<file path="config.mk">
export PLATFORM = sky130hd
export DESIGN_NAME = annexb_sps_pps_nal_scanner_flat
export DESIGN_NICKNAME = d
export VERILOG_FILES = /design/src/rtl/anbs_pkg.sv /design/src/rtl/anbs_if.sv /design/src/rtl/anbs_golomb.sv /design/src/rtl/anbs_core.sv /design/src/rtl/anbs_out_fifo.sv /design/src/rtl/annexb_sps_pps_nal_scanner.sv /design/src/flat_wrapper.sv
export SDC_FILE = /design/constraint.sdc
export NUM_CORES = 1
export LEC_CHECK = 0
export BUFFER_PORTS_ARGS = -buffer_cell sky130_fd_sc_hd__buf_4
export CORE_MARGIN = 1.5
export CORE_UTILIZATION = 25
export CTS_CLUSTER_SIZE = 16
export DETAILED_ROUTE_END_ITERATION = 12
export GPL_TIMING_DRIVEN = 0
export PLACE_DENSITY = 0.43
export SYNTH_ARGS = -nofsm -noshare
export SYNTH_HDL_FRONTEND = slang
export SYNTH_SLANG_ARGS = --single-unit
</file>
<file path="constraint.sdc">
create_clock -name clk -period 21.8 [get_ports clk]
set_input_delay 4.36 -clock clk [delete_from_list [all_inputs] [get_ports clk]]
set_output_delay 4.36 -clock clk [all_outputs]
set_load 0.03 [all_outputs]
</file>
<file path="src/rtl/anbs_pkg.sv">
`default_nettype none

package anbs_pkg;

  localparam int OFFSET_BITS_DEFAULT = 24;

  // Port field widths
  localparam int BYTE_W   = 8;
  localparam int ID_W     = 8;
  localparam int ACC_W    = 9;
  localparam int LIMIT_W  = 9;
  localparam int OFFSET_W = 24;
  localparam int LENGTH_W = 25;
  localparam int CFG_INDEX_W = 1;

  // Config register indexes
  localparam logic [CFG_INDEX_W-1:0] CFG_SEQ_LIMIT = 1'd0;
  localparam logic [CFG_INDEX_W-1:0] CFG_PIC_LIMIT = 1'd1;

  localparam logic [LIMIT_W-1:0] SEQ_LIMIT_RESET = 9'd32;
  localparam logic [LIMIT_W-1:0] PIC_LIMIT_RESET = 9'd256;

  // NAL header
  localparam logic [4:0] NAL_TYPE_MASK = 5'h1F;
  localparam logic [4:0] NAL_TYPE_SPS  = 5'd7;
  localparam logic [4:0] NAL_TYPE_PPS  = 5'd8;

  // Unit kinds
  localparam logic [1:0] KIND_OTHER = 2'd0;
  localparam logic [1:0] KIND_SEQ   = 2'd1;
  localparam logic [1:0] KIND_PIC   = 2'd2;

  // Exp-Golomb decoder phases
  localparam logic [1:0] GPH_ZEROS  = 2'd0;
  localparam logic [1:0] GPH_SUFFIX = 2'd1;
  localparam logic [1:0] GPH_DONE   = 2'd2;
  localparam logic [1:0] GPH_FAIL   = 2'd3;

  localparam logic [3:0] MAX_LEADING_ZEROS = 4'd8;

  typedef struct packed {
    logic [1:0]       phase;
    logic [3:0]       leading_zeros;
    logic [3:0]       suffix_left;
    logic [ACC_W-1:0] id_accum;
  } golomb_t;

  typedef struct packed {
    logic                set_kind;
    logic [ID_W-1:0]     set_id;
    logic [OFFSET_W-1:0] unit_offset;
    logic [LENGTH_W-1:0] unit_length;
  } result_t;

endpackage

`default_nettype wire

</file>
<file path="src/rtl/anbs_if.sv">
`default_nettype none

interface anbs_packet_if;
  logic                         valid;
  logic                         ready;
  logic [anbs_pkg::BYTE_W-1:0]  data_byte;
  logic                         last_in_packet;

  modport source(output valid, output data_byte, output last_in_packet, input ready);
  modport sink(input valid, input data_byte, input last_in_packet, output ready);
endinterface

interface anbs_result_if;
  logic                          valid;
  logic                          ready;
  logic                          set_kind;
  logic [anbs_pkg::ID_W-1:0]     set_id;
  logic [anbs_pkg::OFFSET_W-1:0] unit_offset;
  logic [anbs_pkg::LENGTH_W-1:0] unit_length;

  modport source(output valid, output set_kind, output set_id, output unit_offset,
                 output unit_length, input ready);
  modport sink(input valid, input set_kind, input set_id, input unit_offset,
               input unit_length, output ready);
endinterface

`default_nettype wire

</file>
<file path="src/rtl/anbs_golomb.sv">
`default_nettype none

// One byte of ue(v) decoding, MSB first; stops at done or fail.
module anbs_golomb (
  input  wire logic [anbs_pkg::BYTE_W-1:0] data_byte,
  input  wire anbs_pkg::golomb_t           state_in,
  output anbs_pkg::golomb_t                state_out,
  output logic                             done
);

  always_comb begin
    anbs_pkg::golomb_t g;
    logic stop;
    logic b;
    g    = state_in;
    stop = 1'b0;
    done = 1'b0;
    b    = 1'b0;
    for (int i = anbs_pkg::BYTE_W - 1; i >= 0; i--) begin
      if (!stop) begin
        b = data_byte[i];
        case (g.phase)
          anbs_pkg::GPH_ZEROS: begin
            if (!b) begin
              g.leading_zeros = g.leading_zeros + 4'd1;
              if (g.leading_zeros > anbs_pkg::MAX_LEADING_ZEROS) begin
                g.phase = anbs_pkg::GPH_FAIL;
                stop    = 1'b1;
              end
            end else if (g.leading_zeros == 4'd0) begin
              g.id_accum = '0;
              g.phase    = anbs_pkg::GPH_DONE;
              done       = 1'b1;
              stop       = 1'b1;
            end else begin
              g.phase       = anbs_pkg::GPH_SUFFIX;
              g.suffix_left = g.leading_zeros;
              g.id_accum    = '0;
            end
          end
          anbs_pkg::GPH_SUFFIX: begin
            g.id_accum    = {g.id_accum[anbs_pkg::ACC_W-2:0], b};
            g.suffix_left = g.suffix_left - 4'd1;
            if (g.suffix_left == 4'd0) begin
              g.id_accum = ((9'd1 << g.leading_zeros) - 9'd1) + g.id_accum;
              g.phase    = anbs_pkg::GPH_DONE;
              done       = 1'b1;
              stop       = 1'b1;
            end
          end
          default: begin
            stop = 1'b1;
          end
        endcase
      end
    end
    state_out = g;
  end

endmodule

`default_nettype wire

</file>
<file path="src/rtl/anbs_core.sv">
`default_nettype none

// Per-byte scanner state: start code match, header tracking, unit close.
module anbs_core #(
  parameter int OFFSET_BITS = anbs_pkg::OFFSET_BITS_DEFAULT
) (
  input  wire logic                               clk,
  input  wire logic                               rst,
  input  wire logic                               fire,
  input  wire logic [anbs_pkg::BYTE_W-1:0]        data_byte,
  input  wire logic                               last_in_packet,
  input  wire logic                               cfg_write,
  input  wire logic [anbs_pkg::CFG_INDEX_W-1:0]   cfg_index,
  input  wire logic [anbs_pkg::LIMIT_W-1:0]       cfg_data,
  output logic                                    res_valid,
  output anbs_pkg::result_t                       res
);

  localparam int OB = OFFSET_BITS;

  logic [anbs_pkg::LIMIT_W-1:0] seq_limit, pic_limit;

  logic [1:0]    zero_run, zero_run_next;
  logic [OB-1:0] byte_position, byte_position_next;
  logic          unit_open, unit_open_next;
  logic [OB-1:0] unit_start, unit_start_next;
  logic [1:0]    unit_kind, unit_kind_next;
  logic [2:0]    header_bytes_seen, header_bytes_seen_next;
  anbs_pkg::golomb_t gst, gst_next, gst_step;
  logic          golomb_done;
  logic          id_ready, id_ready_next;
  logic [1:0]    ready_age, ready_age_next;

  logic          sc_hit;
  logic [OB-1:0] sc_pos;
  logic          closing;
  logic [1:0]    close_kind;
  logic [anbs_pkg::ACC_W-1:0] close_acc;
  logic          close_ok;
  logic [OB:0]   close_len;
  logic [anbs_pkg::LIMIT_W-1:0] close_limit;
  logic [OB+anbs_pkg::LENGTH_W:0]   len_wide;
  logic [OB+anbs_pkg::OFFSET_W-1:0] off_wide;

  anbs_golomb u_golomb (
    .data_byte (data_byte),
    .state_in  (gst),
    .state_out (gst_step),
    .done      (golomb_done)
  );

  always_comb begin
    zero_run_next          = zero_run;
    byte_position_next     = byte_position;
    unit_open_next         = unit_open;
    unit_start_next        = unit_start;
    unit_kind_next         = unit_kind;
    header_bytes_seen_next = header_bytes_seen;
    gst_next               = gst;
    id_ready_next          = id_ready;
    ready_age_next         = ready_age;

    sc_hit = (zero_run == 2'd3) && (data_byte == 8'd1) && !last_in_packet;
    sc_pos = byte_position - OB'(3);

    closing    = 1'b0;
    close_kind = unit_kind;
    close_acc  = gst.id_accum;
    close_ok   = 1'b0;
    close_len  = '0;

    if (sc_hit) begin
      closing    = unit_open;
      close_ok   = id_ready && (ready_age == 2'd3);
      close_len  = {1'b0, sc_pos - unit_start};
      unit_open_next  = 1'b1;
      unit_start_next = sc_pos;
      zero_run_next   = 2'd0;
    end else begin
      if (data_byte == 8'd0) begin
        zero_run_next = (zero_run == 2'd3) ? 2'd3 : zero_run + 2'd1;
      end else begin
        zero_run_next = 2'd0;
      end
      if (unit_open) begin
        if (id_ready && (ready_age != 2'd3)) begin
          ready_age_next = ready_age + 2'd1;
        end
        if (header_bytes_seen == 3'd0) begin
          if ((data_byte[4:0] & anbs_pkg::NAL_TYPE_MASK) == anbs_pkg::NAL_TYPE_SPS) begin
            unit_kind_next = anbs_pkg::KIND_SEQ;
          end else if ((data_byte[4:0] & anbs_pkg::NAL_TYPE_MASK) == anbs_pkg::NAL_TYPE_PPS) begin
            unit_kind_next = anbs_pkg::KIND_PIC;
          end else begin
            unit_kind_next = anbs_pkg::KIND_OTHER;
          end
        end else if ((unit_kind != anbs_pkg::KIND_OTHER) && !gst.phase[1] &&
                     (header_bytes_seen >=
                      ((unit_kind == anbs_pkg::KIND_SEQ) ? 3'd4 : 3'd1))) begin
          gst_next = gst_step;
          if (golomb_done) begin
            id_ready_next  = 1'b1;
            ready_age_next = 2'd0;
          end
        end
        if (header_bytes_seen != 3'd7) begin
          header_bytes_seen_next = header_bytes_seen + 3'd1;
        end
        closing    = last_in_packet;
        close_kind = unit_kind_next;
        close_acc  = gst_next.id_accum;
        close_ok   = id_ready_next;
        close_len  = {1'b0, byte_position - unit_start} + {{OB{1'b0}}, 1'b1};
      end
    end

    // new unit or end of packet: drop all per-unit state
    if (sc_hit || last_in_packet) begin
      unit_kind_next         = anbs_pkg::KIND_OTHER;
      header_bytes_seen_next = 3'd0;
      gst_next               = '0;
      id_ready_next          = 1'b0;
      ready_age_next         = 2'd0;
    end
    if (last_in_packet) begin
      zero_run_next      = 2'd0;
      byte_position_next = '0;
      unit_open_next     = 1'b0;
      unit_start_next    = '0;
    end else begin
      byte_position_next = byte_position + OB'(1);
    end

    close_limit = (close_kind == anbs_pkg::KIND_SEQ) ? seq_limit : pic_limit;
    res_valid = fire && closing && (close_kind != anbs_pkg::KIND_OTHER) && close_ok &&
                !close_acc[anbs_pkg::ACC_W-1] && (close_acc < close_limit);

    len_wide = {{anbs_pkg::LENGTH_W{1'b0}}, close_len};
    off_wide = {{anbs_pkg::OFFSET_W{1'b0}}, unit_start};
    res.set_kind    = (close_kind == anbs_pkg::KIND_PIC);
    res.set_id      = close_acc[anbs_pkg::ID_W-1:0];
    res.unit_offset = off_wide[anbs_pkg::OFFSET_W-1:0];
    res.unit_length = len_wide[anbs_pkg::LENGTH_W-1:0];
  end

  always_ff @(posedge clk) begin
    if (rst) begin
      seq_limit <= anbs_pkg::SEQ_LIMIT_RESET;
      pic_limit <= anbs_pkg::PIC_LIMIT_RESET;
    end else if (cfg_write) begin
      case (cfg_index)
        anbs_pkg::CFG_SEQ_LIMIT: seq_limit <= cfg_data;
        anbs_pkg::CFG_PIC_LIMIT: pic_limit <= cfg_data;
        default: ;
      endcase
    end
  end

  always_ff @(posedge clk) begin
    if (rst) begin
      zero_run          <= 2'd0;
      byte_position     <= '0;
      unit_open         <= 1'b0;
      unit_start        <= '0;
      unit_kind         <= anbs_pkg::KIND_OTHER;
      header_bytes_seen <= 3'd0;
      gst               <= '0;
      id_ready          <= 1'b0;
      ready_age         <= 2'd0;
    end else if (fire) begin
      zero_run          <= zero_run_next;
      byte_position     <= byte_position_next;
      unit_open         <= unit_open_next;
      unit_start        <= unit_start_next;
      unit_kind         <= unit_kind_next;
      header_bytes_seen <= header_bytes_seen_next;
      gst               <= gst_next;
      id_ready          <= id_ready_next;
      ready_age         <= ready_age_next;
    end
  end

endmodule

`default_nettype wire

</file>
<file path="src/rtl/anbs_out_fifo.sv">
`default_nettype none

// Two-entry result buffer; decouples input acceptance from output stalls.
module anbs_out_fifo (
  input  wire logic              clk,
  input  wire logic              rst,
  input  wire logic              push,
  input  wire anbs_pkg::result_t push_data,
  output logic                   full,
  output logic                   out_valid,
  input  wire logic              out_ready,
  output anbs_pkg::result_t      out_data
);

  anbs_pkg::result_t entry [2];
  logic       wr_ptr, rd_ptr;
  logic [1:0] count;
  logic       pop;

  assign pop       = out_valid && out_ready;
  assign out_valid = (count != 2'd0);
  assign full      = (count == 2'd2);
  assign out_data  = entry[rd_ptr];

  always_ff @(posedge clk) begin
    if (push) begin
      entry[wr_ptr] <= push_data;
    end
  end

  always_ff @(posedge clk) begin
    if (rst) begin
      wr_ptr <= 1'b0;
      rd_ptr <= 1'b0;
      count  <= 2'd0;
    end else begin
      if (push) begin
        wr_ptr <= ~wr_ptr;
      end
      if (pop) begin
        rd_ptr <= ~rd_ptr;
      end
      case ({push, pop})
        2'b10:   count <= count + 2'd1;
        2'b01:   count <= count - 2'd1;
        default: count <= count;
      endcase
    end
  end

endmodule

`default_nettype wire

</file>
<file path="src/rtl/annexb_sps_pps_nal_scanner.sv">
// Annex B parameter set scanner. Takes one packet byte per transaction on
// packet and finds 00 00 00 01 start codes; for sequence (type 7) and picture
// (type 8) parameter sets it decodes the ue(v) id and, when the unit closes
// (next start code or last byte of the packet), emits one result transaction
// with kind, id, start-code offset and length, if the id is below the limit
// set in cfg register 0 (sequence) or 1 (picture). One byte is accepted every
// clock cycle; the whole per-byte update is combinational logic around the
// scanner state registers, and results go through a two-entry output buffer,
// so packet.ready drops only while both buffer entries are waiting on result.
// Results are registered in the output buffer before they appear on result.
`default_nettype none

module annexb_sps_pps_nal_scanner #(
  parameter int OFFSET_BITS = anbs_pkg::OFFSET_BITS_DEFAULT
) (
  input  wire logic                             clk,
  input  wire logic                             rst,
  anbs_packet_if.sink                           packet,
  anbs_result_if.source                         result,
  input  wire logic                             cfg_write,
  input  wire logic [anbs_pkg::CFG_INDEX_W-1:0] cfg_index,
  input  wire logic [anbs_pkg::LIMIT_W-1:0]     cfg_data
);

  logic              fire;
  logic              res_valid;
  anbs_pkg::result_t res;
  anbs_pkg::result_t out_data;
  logic              buf_full;

  // byte accepted whenever the result buffer has room
  assign packet.ready = !buf_full;
  assign fire         = packet.valid && packet.ready;

  anbs_core #(
    .OFFSET_BITS (OFFSET_BITS)
  ) u_core (
    .clk            (clk),
    .rst            (rst),
    .fire           (fire),
    .data_byte      (packet.data_byte),
    .last_in_packet (packet.last_in_packet),
    .cfg_write      (cfg_write),
    .cfg_index      (cfg_index),
    .cfg_data       (cfg_data),
    .res_valid      (res_valid),
    .res            (res)
  );

  anbs_out_fifo u_out_fifo (
    .clk       (clk),
    .rst       (rst),
    .push      (res_valid),
    .push_data (res),
    .full      (buf_full),
    .out_valid (result.valid),
    .out_ready (result.ready),
    .out_data  (out_data)
  );

  assign result.set_kind    = out_data.set_kind;
  assign result.set_id      = out_data.set_id;
  assign result.unit_offset = out_data.unit_offset;
  assign result.unit_length = out_data.unit_length;

endmodule

`default_nettype wire
</file>
<file path="src/flat_wrapper.sv">
// flat-port wrapper written by rule: the top's interface ports become plain ports
module annexb_sps_pps_nal_scanner_flat 
#(
  parameter int OFFSET_BITS = anbs_pkg::OFFSET_BITS_DEFAULT
)
  (clk, rst, cfg_write, cfg_index, cfg_data, packet_valid, packet_data_byte, packet_last_in_packet, packet_ready, result_valid, result_set_kind, result_set_id, result_unit_offset, result_unit_length, result_ready);
  anbs_packet_if packet_i ();
  anbs_result_if result_i ();
  input  wire logic clk;
  input  wire logic rst;
  input  wire logic cfg_write;
  input  wire logic [anbs_pkg::CFG_INDEX_W-1:0] cfg_index;
  input  wire logic [anbs_pkg::LIMIT_W-1:0] cfg_data;
  input wire logic [$bits(packet_i.valid)-1:0] packet_valid;
  input wire logic [$bits(packet_i.data_byte)-1:0] packet_data_byte;
  input wire logic [$bits(packet_i.last_in_packet)-1:0] packet_last_in_packet;
  output wire logic [$bits(packet_i.ready)-1:0] packet_ready;
  output wire logic [$bits(result_i.valid)-1:0] result_valid;
  output wire logic [$bits(result_i.set_kind)-1:0] result_set_kind;
  output wire logic [$bits(result_i.set_id)-1:0] result_set_id;
  output wire logic [$bits(result_i.unit_offset)-1:0] result_unit_offset;
  output wire logic [$bits(result_i.unit_length)-1:0] result_unit_length;
  input wire logic [$bits(result_i.ready)-1:0] result_ready;
  assign packet_i.valid = packet_valid;
  assign packet_i.data_byte = packet_data_byte;
  assign packet_i.last_in_packet = packet_last_in_packet;
  assign packet_ready = packet_i.ready;
  assign result_valid = result_i.valid;
  assign result_set_kind = result_i.set_kind;
  assign result_set_id = result_i.set_id;
  assign result_unit_offset = result_i.unit_offset;
  assign result_unit_length = result_i.unit_length;
  assign result_i.ready = result_ready;
  annexb_sps_pps_nal_scanner #(.OFFSET_BITS(OFFSET_BITS)) u_core (.clk(clk), .rst(rst), .packet(packet_i), .result(result_i), .cfg_write(cfg_write), .cfg_index(cfg_index), .cfg_data(cfg_data));
endmodule
</file>
* Word level (Yosys, flattened, before mapping) *
Memory sizes are Yosys's and may differ from the RTL's. A register that Yosys moved wholly into a read port is not among the register bits.
Cells that the tools add are included.

storage, ports and cells
  register bits after elaboration = 100
  memory bits (writable) = 116
  input port bits = 24
  output and inout port bits = 60
  logic and storage cells = 387
  memories kept = 1

memories
  name                     depth  width  rd ports  clocked after memory_dff  wr ports  line                 RTL
  u_core.u_out_fifo.entry  2      58     1         1                         1         anbs_out_fifo.sv:15  anbs_pkg::result_t entry [2];

operators by class
  add/sub/neg operators = 42
  magnitude comparators = 10
  equal/unequal tests = 23
  shift-type cells = 8
  muxes and demuxes = 225
  bitwise gates (word level) = 3
  reduce and logical (&&, ||, !) cells = 58

operators by type and width
  cell                                                                  count
  19-bit two-way mux                                                    12
  13-bit case mux with 2 select lines                                   8
  13-bit two-way mux                                                    8
  9-bit two-way mux                                                     11
  2-bit two-way mux                                                     49
  4-bit two-way mux                                                     24
  1-bit two-way mux                                                     79
  9-bit adder                                                           8
  24-bit two-way mux                                                    3
  1-bit by 4-bit left shift with 9-bit output, first input constant     8
  9-bit by 1-bit subtractor with 9-bit output, second input constant    8
  4-bit zero test                                                       16
  25-bit two-way mux                                                    2
  24-bit subtractor                                                     2
  2-bit case mux with 2 select lines                                    9
  4-bit by 1-bit adder with 4-bit output, second input constant         8
  4-bit greater-than comparator, second input constant                  8
  4-bit by 1-bit subtractor with 4-bit output, second input constant    8
  1-bit case mux with 2 select lines                                    15
  24-bit by 1-bit adder with 25-bit output, second input constant       1
  24-bit by 1-bit adder with 24-bit output, second input constant       1
  24-bit by 2-bit subtractor with 24-bit output, second input constant  1
  2-bit by 1-bit == test with 1-bit output, second input constant       11
  2-bit zero test                                                       8
  24 further kinds                                                      61

* Depth between registers and ports, before layout *
  depth in word-level cells = 55
  gate-level depth with buffers = 74

* Hierarchy *
Synthesis repeated with hierarchy kept, for this count alone.

unflattened totals
  cell total of the unflattened synthesis = 2689
  area total of the unflattened synthesis = 22530.4 µm²

modules (own cells, without submodules)
  module                      times used  cells each  area each (µm²)  seq. area each (µm²)
  anbs_golomb                 1           1449        10133.5          0.0
  anbs_core                   1           1035        8000.2           1921.8
  anbs_out_fifo               1           203         4386.7           3583.4
  annexb_sps_pps_nal_scanner  1           2           10.0             0.0

* Worst setup path before layout *
Ideal clock, no wire load.

  path kind = in2reg
  start point = input packet_data_byte[7]
  end point = memory u_core.u_out_fifo.entry[0][0] in the netlist's numbering, enable pin
  library setup time = 0.474 ns
  arrival = 18.988 ns
  required time = 21.326 ns
  slack = 2.338 ns
  cell stages on the path = 65
  path buffers = 3
  cells stage by stage = buf_4 nor2b_1 a211oi_1 a221oi_1 inv_1 ha_1 nand2b_1 a311oi_1 nand2_1 nor4_1 or3_1 clkbuf_1 clkbuf_1 nor2_1 a211oi_1 a21oi_1 ha_1 inv_1 [29 not listed] ha_1 inv_1 ha_1 a21oi_1 xor2_1 xnor2_1 nor3_1 nor3_2 a21o_1 ha_1 a21oi_1 nand3_1 or3_1 a31oi_1 o221ai_1 a221o_1 a2111o_1 nor2_1

on the way
  cells in the longest elaborated chain, start to end = 44
  elaborated cells on any way between the ends = 253
  those cells by class = add/sub (28); order compare (7); eq/ne (9); shift (7); mux (172); reduce/logical (30)

RTL lines
  element                                                                                               line                 RTL
  start, declared                                                                                       flat_wrapper.sv:15   input wire logic [$bits(packet_i.data_byte)-1:0] packet_data_byte;
  parallel branches: the longest is 41 deep, another holds 9-bit by 1-bit subtractor with 9-bit output  -
  1-bit logical AND (*)                                                                                 anbs_core.sv:136     !close_acc[anbs_pkg::ACC_W-1] && (close_acc < close_limit);
  1-bit two-way mux (*)                                                                                 anbs_out_fifo.sv:26  if (push) begin
  1-bit two-way mux (implied by the code) (*)                                                           anbs_out_fifo.sv:27  entry[wr_ptr] <= push_data;
  end, declared                                                                                         anbs_out_fifo.sv:15

Mark *: on every way between the ends. The select of a mux whose other input is x is not followed.

* Worst setup path in the final report *
  start point = input packet_data_byte[7]
  end point = memory u_core.u_out_fifo.entry[1][40] in the netlist's numbering, enable pin

Same word-level chain as after synthesis.

==> out/metrics.cfg <==
[outcome]
run_status=complete, no violations

[floorplanning]
die_w_um=296
row_count=107
initial_core_util_pct=25.2
die_h_um=296
ios=84
design.die.area_um2=87900
fp.coreArea_um2=85300

[finish]
syn_to_final_growth_pct=13.9
drive_gt1_share_pct=11.2
fill_cells=9316
layout.nets=2997
antennaDiodeCount=0
design_area_um2=24500

[worst_hold_path]
min_from=u_core.u_core.pic_limit[6]
min_path_type=reg2reg

[clocking]
cts_resized=0
cts_tree=yes
cts_buffer_depth=3
cts_max_level=1
postCtsSetupBuffers=0
clkTransAtPathRegs_ns=0.06
holdBufCountCts=0
cts_buffers=26
clock-sinks=217
insertion_delay_ns=0.55
cts_root_buffer=clkbuf_16

[critical_path]
worst_ep_arrival_time_ns=20.30
critPathCaptureType=register
critPathLaunch=packet_data_byte[7]
critPathMaxFanout=26
cp_num_buf_inv=17
crit_path_top_delay_cell=a221oi_1
critical_path_required_ns=22.03
reg2reg_from=u_core.u_core.gst[14]
crit_path_frequent_cell=ha_1
crit_path_start_kind=input pin
crit_family=compound AO/OA/AOI/OAI gates
cpPeakStageDelay_ns=0.58
critPathKind=in2reg

[timing]
slew_violations=0
clock.fmax_ghz=0.0498
fin_skew_ns=0.0206
fin_crit_ns=20.07
finalCritPeriodShare_pct=92.1
setup_violations=0
hold_ws_ns=0.453
tightest_slew_ns=1.38
rsz0062_at_grt=no
final-hold-violation-count=0
fin_tns_setup_ns=0
slew_headroom_pct=8.11

[drt]
viasPerCell=4.75
first_iter_violations=926
met2_length_um=30100
routedWlPerCell_um=17.4
ant_nets=0
wl_met3_um=2060
wl_um=67500
highest_layer=met5
vias=18445
drtPass1Iterations=5
met1_length_um=34300
post-route-drc-count=0

[synth]
synth.most_common_cell=inv_1
syn-cell-area_um2=21500
yosysUniqueCellTypes=115
synth_flop_cell=edfxtp_1
syn-num-nets=2885
synth.area.top_cells=edfxtp_1 (16%), ha_1 (14%), dfxtp_1 (9.4%)
yosys.area.top_type=edfxtp_1
synth_top_area_share_pct=16.2
yosys_warnings=0
avgSynthCellArea_um2=8.26
ys_seq_elements=217
syn_inst=2604
synth_edf_count=116
ys_top_cells_by_count=inv_1 (287), nand2_1 (250), ha_1 (247), nor2_1 (207), a21oi_1 (179)
async_flop_share_pct=0
ys_seq_area_share_pct=25.6

[placed_design]
place_area_um2=23700
io_buffers=80
gp_congestion=0.846
hpwl_um=54900

[global_routing]
grt.total_usage_pct=15.3
grt_pass1_vias=18075
antenna_found_initial=2
gr-total-overflow=0
grt_first_pass_wirelength_um=106000
grt_max_degree=27

[power_and_ir_drop]
irDropWorstVdd_v=0.0000474
power_density_nw_per_um2=49.9
leakage_nw=9.63

[job]
drv_cap=0

-- cell usage in the layout, fill, tap and decap left out, types with 40 or more instances in the layout --
cell type  count
inv_1        287
nand2_1      250
a22oi_1       40
nor3_1        45
dfxtp_1      101
o22ai_1       45
nor2_1       205
o21ai_0      115
xnor2_1      118
buf_4         88
a21oi_1      179
mux2_2        87
ha_1         247
clkbuf_1      67
xor2_1        58
nand3_1       58
edfxtp_1     116
a21o_1        41
-- sequential cells by signal (all words and copies together) (netlist names), named ones only --
name,cells
u_core.u_core.byte_position,24
u_core.u_core.gst,19
u_core.u_core.header_bytes_seen,3
u_core.u_core.id_ready,1
u_core.u_core.pic_limit,9
u_core.u_core.ready_age,2
u_core.u_core.seq_limit,9
u_core.u_core.unit_kind,2
u_core.u_core.unit_open,1
u_core.u_core.unit_start,24
u_core.u_core.zero_run,2
u_core.u_out_fifo.count,2
u_core.u_out_fifo.entry,116
u_core.u_out_fifo.rd_ptr,1
u_core.u_out_fifo.wr_ptr,1
-- layout make-up --
type	instances	area [um^2]	area share, %
plain buffers	100	453	1.85
well taps	1144	1430	5.84
clock inverters	12	148	0.602
inverters	293	1100	4.48
flip-flops and latches	217	5510	22.5
repair buffers	84	688	2.81
multi-input cells	1994	14500	59.0
clock buffers	36	719	2.93
-- worst paths after layout --
check / to / slack (ns) / depth (start not counted)
max: u_core.u_out_fifo.entry[1][40] / 1.73 / 70
min: u_core.u_core.pic_limit[6] / 0.45 / 2
max reg2reg: u_core.u_out_fifo.entry[1][40] / 4.87 / 71
min reg2reg: u_core.u_core.pic_limit[6] / 0.45 / 2
-- where the power goes --
| part | switching (mW) | internal [mW] |
|---|---|---|
| clock | 0.173 | 0.267 |
| combinational | 0.212 | 0.143 |
| sequential | 0.00129 | 0.428 |
| total | 0.386 | 0.837 |
-- per-layer routing --
layer,GRT usage [%],vias to the layer above
met3,1.52,57
met5,0,-
met2,24.7,269
met4,2.35,4
met1,22.1,8622
li1,-,9493
-- per-stage QoR --
| stage | cells | utilization [%] | worst slack [ns] | power [mW] |
|---|---|---|---|---|
| 5_1_grt | 3880 | 28.8 | 0.390 | 1.30 |
| 4_1_cts | 3880 | 28.8 | 1.59 | 1.24 |
| 2_1_floorplan | 2604 | - | 2.34 | 0.708 |
| 3_5_place_dp | 3832 | 27.7 | 1.05 | 0.792 |
| 6_report | 3880 | 28.8 | 1.73 | 1.22 |
| 3_3_place_gp | 3828 | 27.6 | -2.55 | 0.794 |
-- kinds of logic after synthesis --
family	Yosys count	synth area share [%]
and+or+nand+nor	760	16.9
DFF	217	25.6
adders and majority gates	257	15.3
muxes	125	6.34
buffers and inverters	393	7.22
xor gates and xnor gates	178	7.31
AOI/OAI and AO/OA	674	21.3
-- worst min-delay path: stages (launching register included) --
cell and delay [ns]:
dfxtp_1 0.31, nand2_1 0.05, a21oi_1 0.05
(Power assumes the default switching activity.)
